`config.mk`:
```
export PLATFORM = sky130hd
export DESIGN_NAME = unique_value_stack
export DESIGN_NICKNAME = d
export VERILOG_FILES = /design/src/hdl/uvs_pkg.sv /design/src/hdl/unique_value_stack.sv /design/src/hdl/uvs_cell.sv
export SDC_FILE = /design/constraint.sdc
export NUM_CORES = 1
export LEC_CHECK = 0
export BUFFER_PORTS_ARGS = -buffer_cell sky130_fd_sc_hd__buf_2
export CAP_MARGIN = 5
export CORE_MARGIN = 8
export CORE_UTILIZATION = 55
export DETAILED_ROUTE_END_ITERATION = 10
export PLACE_DENSITY_LB_ADDON = 0.08
export RECOVER_POWER = 25
export SLEW_MARGIN = 20
export SYNTH_ARGS = -nofsm -noshare
export SYNTH_HDL_FRONTEND = slang
export SYNTH_HIERARCHICAL = 1
export SYNTH_SLANG_ARGS = --single-unit
```
`constraint.sdc`:
```
create_clock -name clk -period 13.15 [get_ports clk]
set_clock_uncertainty 0.1 [all_clocks]
set_input_delay 0.6575 -clock clk [delete_from_list [all_inputs] [get_ports clk]]
set_output_delay 0.6575 -clock clk [all_outputs]
set_load 0.005 [all_outputs]
```
`src/hdl/uvs_pkg.sv`:
```
`default_nettype none

package uvs_pkg;

	// Stack geometry
	localparam int DEPTH = 16;
	localparam int CNT_W = $clog2(DEPTH + 1);
	localparam int VAL_W = 32;
	localparam int DEPTH_OUT_W = 5;

	// Command codes
	localparam logic [1:0] CMD_PUSH  = 2'd0;
	localparam logic [1:0] CMD_POP   = 2'd1;
	localparam logic [1:0] CMD_PEEK  = 2'd2;
	localparam logic [1:0] CMD_QUERY = 2'd3;

	// Status codes
	localparam logic [1:0] ST_OK    = 2'd0;
	localparam logic [1:0] ST_DUP   = 2'd1;
	localparam logic [1:0] ST_EMPTY = 2'd2;
	localparam logic [1:0] ST_FULL  = 2'd3;

	// Shift control broadcast to every cell
	typedef struct packed {
		logic push;
		logic pop;
	} shift_ctl_t;

endpackage

`default_nettype wire

```
`src/hdl/unique_value_stack.sv`:
```
// LIFO stack of 32-bit signed values (DEPTH entries) that refuses duplicate pushes.
// Commands: push, pop, peek and membership query; every accepted beat produces
// exactly one result beat carrying the top value, depth, empty flag, found flag
// and status. One command is taken per clock cycle: the stack is a row of cells
// that shift together on push or pop, and every cell compares its entry with the
// incoming value in the same cycle, so the result is ready in the cycle after the input
// beat is accepted. The result sits in an output register; a new command is
// accepted whenever that register is empty or is being drained in the same cycle.
`default_nettype none

module unique_value_stack (
	input  wire logic                                 clk,
	input  wire logic                                 arst_n,
	input  wire logic                                 in_valid,
	output logic                                      in_ready,
	input  wire logic [1:0]                           cmd,
	input  wire logic signed [uvs_pkg::VAL_W-1:0]     value,
	output logic                                      out_valid,
	input  wire logic                                 out_ready,
	output logic signed [uvs_pkg::VAL_W-1:0]          top_value,
	output logic      [uvs_pkg::DEPTH_OUT_W-1:0]      depth,
	output logic                                      is_empty,
	output logic                                      found,
	output logic      [1:0]                           status
);
	import uvs_pkg::*;

	logic [CNT_W-1:0] count_q;
	logic             out_valid_q;
	logic [VAL_W-1:0] top_q;
	logic [DEPTH_OUT_W-1:0] depth_q;
	logic             empty_q;
	logic             found_q;
	logic [1:0]       status_q;

	logic             in_fire;
	logic [VAL_W-1:0] cell_data [DEPTH];
	logic [DEPTH-1:0] cell_hit;
	logic             any_hit;
	logic             full;
	logic             empty;
	logic [1:0]       st_n;
	logic [CNT_W-1:0] count_n;
	shift_ctl_t       ctl_raw;
	shift_ctl_t       ctl;
	logic [VAL_W-1:0] top_n;
	logic [CNT_W+DEPTH_OUT_W-1:0] depth_ext;

	assign in_fire  = in_valid && in_ready;
	assign in_ready = !out_valid_q || out_ready;

	// Row of cells, cell 0 holds the top of stack
	for (genvar i = 0; i < DEPTH; i++) begin : g_cell
		logic [VAL_W-1:0] above_i;
		logic [VAL_W-1:0] below_i;
		if (i == 0) begin : g_first
			assign above_i = VAL_W'(value);
		end else begin : g_mid_a
			assign above_i = cell_data[i-1];
		end
		if (i == DEPTH - 1) begin : g_last
			assign below_i = '0;
		end else begin : g_mid_b
			assign below_i = cell_data[i+1];
		end
		uvs_cell u_cell (
			.clk   (clk),
			.ctl   (ctl),
			.above (above_i),
			.below (below_i),
			.key   (VAL_W'(value)),
			.occ   (count_q > CNT_W'(i)),
			.data  (cell_data[i]),
			.hit   (cell_hit[i])
		);
	end

	assign any_hit = |cell_hit;
	assign full    = (count_q == CNT_W'(DEPTH));
	assign empty   = (count_q == '0);

	// Command decode
	always_comb begin
		st_n    = ST_OK;
		count_n = count_q;
		ctl_raw = '0;
		unique case (cmd)
			CMD_PUSH: begin
				if (any_hit) begin
					st_n = ST_DUP;
				end else if (full) begin
					st_n = ST_FULL;
				end else begin
					ctl_raw.push = 1'b1;
					count_n      = count_q + CNT_W'(1);
				end
			end
			CMD_POP: begin
				if (empty) begin
					st_n = ST_EMPTY;
				end else begin
					ctl_raw.pop = 1'b1;
					count_n     = count_q - CNT_W'(1);
				end
			end
			CMD_PEEK: begin
				if (empty) begin
					st_n = ST_EMPTY;
				end
			end
			CMD_QUERY: begin
				st_n = ST_OK;
			end
			default: begin
				st_n = ST_OK;
			end
		endcase
	end

	assign ctl.push = ctl_raw.push && in_fire;
	assign ctl.pop  = ctl_raw.pop && in_fire;

	// Top of stack after the step
	always_comb begin
		if (count_n == '0) begin
			top_n = '0;
		end else if (ctl_raw.push) begin
			top_n = VAL_W'(value);
		end else if (ctl_raw.pop) begin
			top_n = cell_data[1];
		end else begin
			top_n = cell_data[0];
		end
	end

	// Depth field keeps the low bits of the count
	assign depth_ext = {{DEPTH_OUT_W{1'b0}}, count_n};

	// Control state
	always_ff @(posedge clk or negedge arst_n) begin
		if (!arst_n) begin
			count_q     <= '0;
			out_valid_q <= 1'b0;
		end else begin
			if (in_fire) begin
				count_q <= count_n;
			end
			if (in_fire) begin
				out_valid_q <= 1'b1;
			end else if (out_ready) begin
				out_valid_q <= 1'b0;
			end
		end
	end

	// Result register
	always_ff @(posedge clk) begin
		if (in_fire) begin
			top_q    <= top_n;
			depth_q  <= depth_ext[DEPTH_OUT_W-1:0];
			empty_q  <= (count_n == '0);
			found_q  <= any_hit;
			status_q <= st_n;
		end
	end

	assign out_valid = out_valid_q;
	assign top_value = top_q;
	assign depth     = depth_q;
	assign is_empty  = empty_q;
	assign found     = found_q;
	assign status    = status_q;

	// Checks
	a_count_bound: assert property (@(posedge clk) disable iff (!arst_n)
		count_q <= CNT_W'(DEPTH))
		else $error("count exceeds stack depth");

	a_push_grows: assert property (@(posedge clk) disable iff (!arst_n)
		in_fire && cmd == CMD_PUSH && !any_hit && !full |=>
		count_q == $past(count_q) + CNT_W'(1))
		else $error("accepted push did not grow the stack");

	a_dup_found: assert property (@(posedge clk) disable iff (!arst_n)
		out_valid_q && status_q == ST_DUP |-> found_q)
		else $error("duplicate status without found flag");

	a_empty_flag: assert property (@(posedge clk) disable iff (!arst_n)
		out_valid_q |-> empty_q == (count_q == '0))
		else $error("empty flag disagrees with count");

	a_pop_empty: assert property (@(posedge clk) disable iff (!arst_n)
		in_fire && cmd == CMD_POP && empty |=> count_q == '0)
		else $error("pop on empty stack changed the count");

endmodule

`default_nettype wire

```
`src/hdl/uvs_cell.sv`:
```
`default_nettype none

module uvs_cell (
	input  wire logic                       clk,
	input  wire uvs_pkg::shift_ctl_t        ctl,
	input  wire logic [uvs_pkg::VAL_W-1:0]  above,
	input  wire logic [uvs_pkg::VAL_W-1:0]  below,
	input  wire logic [uvs_pkg::VAL_W-1:0]  key,
	input  wire logic                       occ,
	output logic      [uvs_pkg::VAL_W-1:0]  data,
	output logic                            hit
);
	import uvs_pkg::*;

	logic [VAL_W-1:0] data_q;

	// Push moves entries one cell deeper, pop moves them one cell toward the top
	always_ff @(posedge clk) begin
		if (ctl.push) begin
			data_q <= above;
		end else if (ctl.pop) begin
			data_q <= below;
		end
	end

	// Local match, only for occupied cells
	assign hit  = occ && (data_q == key);
	assign data = data_q;

endmodule

`default_nettype wire
```
==> impl_metrics.py <==
metrics = {
    "floorplan": {
        "dieArea_mm2": 0.0631,
        "fp.dieW_um": 251,
        "core_mm2": 0.0549,
        "die_h_um": 251,
        "io_pins": 81,
        "rows": 86,
        "initial_core_util_pct": 55.4,
    },
    "grt": {
        "grt_overflow": 0,
        "grt_pass1_wl_um": 110000,
        "grt_max_degree": 188,
        "grt_util_all_layers_pct": 22.2,
        "grt_pass1_vias": 17997,
        "antenna_found_initial": 9,
    },
    "placed_design": {
        "dp_hpwl_um": 50400,
        "gp_congestion": 0.866,
        "numPortBuffers": 80,
    },
    "critical_path": {
        "critPathLaunch": "count_q[4]",
        "path_depth": 14,
        "crit_required_ns": 13.34,
        "r2r-start": "count_q[4]",
        "end_kind": "flop",
        "cp_max_fo": 66,
        "start_kind": "flop",
        "timing.rr.end": "top_value[18]",
        "slowest_delay_ns": 2.23,
        "arrival_ns": 9.60,
        "worst-setup-path-type": "flop to flop",
        "r2r_slack_ns": 3.73,
        "crit_chain": "inv_1 > o21ai_0 > nor2b_1 > nand3_1 > nor3_1 > nor4_1 > and4_1 > clkinvlp_2 > nor3_4 > clkbuf_1 > o21ai_0 > nor4_4 > clkbuf_1 > a21oi_1",
        "reg2reg_depth": 14,
        "crit_end": "top_value[18]",
        "crit_buf_inv": 4,
        "slowest_stage": "clkbuf_1",
        "critPathTopFamily": "buffers and inverters",
    },
    "logic_synthesis": {
        "synth_compound_area_share_pct": 2.68,
        "synth_area_leader_cell": "edfxtp_1",
        "synth_cell_type_count": 44,
        "syn_area_mm2": 0.0304,
        "synth_top_area_share_pct": 54.6,
        "synth-simple-area-share_pct": 6.26,
        "synth_top_family_by_area": "multiplexers",
        "synth.area.mux_share_pct": 19.0,
        "synth_cells": 2165,
        "synth_ff_type": "edfxtp_1",
        "avgSynthCellArea_um2": 14.0,
        "synth_edf_count": 553,
        "synth_fa_ha_area_share_pct": 0.329,
        "synth.area.top_cells": "edfxtp_1 (55%), mux2_2 (19%), xor2_1 (14%)",
        "synth_xor_area_share_pct": 14.8,
        "yosysSeqAreaShare_pct": 55.1,
        "yosysWarnings": 6,
        "synthArstFlopShare_pct": 1.07,
        "ys_ff_latch": 559,
    },
    "cts": {
        "cts-root-buf": "clkbuf_16",
        "cts.sinks": 559,
        "post_cts_resized": 0,
        "cts_buffers": 61,
        "cts_buffer_depth": 3,
        "clk_latency_ns": 0.62,
        "clk_pin_slew_ns": 0.06,
        "cts_tree": "built",
        "htreeDepth": 2,
    },
    "status": {
        "violations": "max-capacitance violations, max-slew violations",
        "status": "finished with violations",
    },
    "timing": {
        "max_slew_margin_pct": -110,
        "final_hold_viol_count": 0,
        "report.final.slew_viol_count": 184,
        "worstMarginPinSlew_ns": 3.15,
        "holdWs_ns": 0.133,
        "final-setup-viol-count": 0,
        "fin_crit_sh_pct": 71.6,
        "period_needed_ns": 9.42,
        "totalNegativeSetupSlack_ns": 0,
        "rsz0062_at_grt": "false",
        "fmax_mhz": 106,
    },
    "routing": {
        "via_per_inst": 5.98,
        "ant_nets": 0,
        "vias": 18001,
        "drt_iter0_drc": 1525,
        "drc": 0,
        "wl_per_cell_um": 24.0,
        "drt-total-wl_um": 72100,
        "first_pass_iters": 5,
    },
    "power": {
        "power.density_mw_per_mm2": 136,
        "peakVddDrop_mv": 0.0986,
        "power_leakage_nw": 11.3,
    },
    "layout": {
        "area_delta_synth_final_pct": 9.44,
        "final_nets": 2300,
        "final_common_cell": "edfxtp_1",
        "drive_gt1_share_pct": 31.1,
        "multi_input_area_mm2": 0.0132,
        "nFillCells": 4314,
        "seq_area_mm2": 0.0168,
        "most-common-layout-cells": "edfxtp_1 (553), mux2_2 (513), xor2_1 (496)",
    },
    "run": {
        "max-cap-violations": 4,
    },
    "hold_path": {
        "hold_path.class": "input port to flop",
    },
}
-- cells in the mapped netlist (19+ instances only) --
cell,number
nand2_1,48
nand3_1,69
nor4_1,117
a21oi_1,71
nor3_1,19
o21ai_0,19
a21oi_2,30
mux2_2,513
xor2_1,496
buf_2,67
edfxtp_1,553
-- cells by family after synthesis --
| logic type | count (synthesis) |
|---|---|
| adder cells (fa/ha/maj) | 8 |
| AND/OR/NAND/NOR | 329 |
| AO/OA/AOI/OAI | 132 |
| other | 1 |
| flip-flops | 559 |
| buffers and inverters | 109 |
| XOR/XNOR | 513 |
| multiplexers | 514 |
-- worst min-delay path by stage --
| stage | startpoint | end | cells after the start |
|---|---|---|---|
| final | in_valid | out_valid | 2 |
| after global routing | in_valid | out_valid | 2 |
| after CTS | in_valid | out_valid | 2 |
| after detailed placement | arst_n | out_valid | 1 |
| after global placement | arst_n | out_valid | 1 |
| after floorplan | arst_n | count_q[0] | 0 |
-- power by group --
part           switching [mW]  leakage [nW]  internal, mW
combinational           0.373          5.14         0.253
clock                   0.694         0.928         0.968
sequential              0.120          5.19          2.13
total                    1.19          11.3          3.35
-- routing by layer --
layer | up-vias | track usage (%) | part of all wire, %
li1 | 8269 | - | -
met2 | 431 | 34.6 | 46
met1 | 9184 | 32.6 | 48
met4 | 8 | 6.27 | 2.0
met3 | 109 | 2.85 | 4.4
met5 | - | 0 | 0.062
-- metrics by stage --
step / power, mW / worst slack, ns / instance area [um2] / utilization (%) / std cells
final: 4.54 / 3.73 / 33300 / 60.6 / 3010
after CTS: 4.58 / 6.68 / 33300 / 60.7 / 3008
after global routing: 4.71 / 3.21 / 33300 / 60.6 / 3010
after global placement: 2.89 / 6.56 / 31400 / 57.2 / 2894
after detailed placement: 2.91 / 6.46 / 31400 / 57.2 / 2894
after floorplan: 2.70 / 8.32 / 30500 / - / 2196
-- flip-flops by register name (all words and copies together) (netlist names) --
name                flops
out_valid               1
is_empty                1
count_q                 5
status                  2
found                   1
top_value              32
g_cell.u_cell/data    512
depth                   5
-- timing repair --
item | 4_1_cts | 5_1_grt
endpoints found under the hold margin | 6 | 0
buffers inserted | 0 | 0
hold buffers | 1 | 0
-- cell type report --
type / count / share of cell area, %
sequential: 559 / 50.4
multi-input combinational: 1528 / 39.7
clock buffer: 82 / 4.95
tap: 704 / 2.65
timing repair buffer: 92 / 1.39
clock inverter: 31 / 0.797
inverter: 12 / 0.139
antenna: 2 / 0.0150
(Power assumes the default switching activity.)
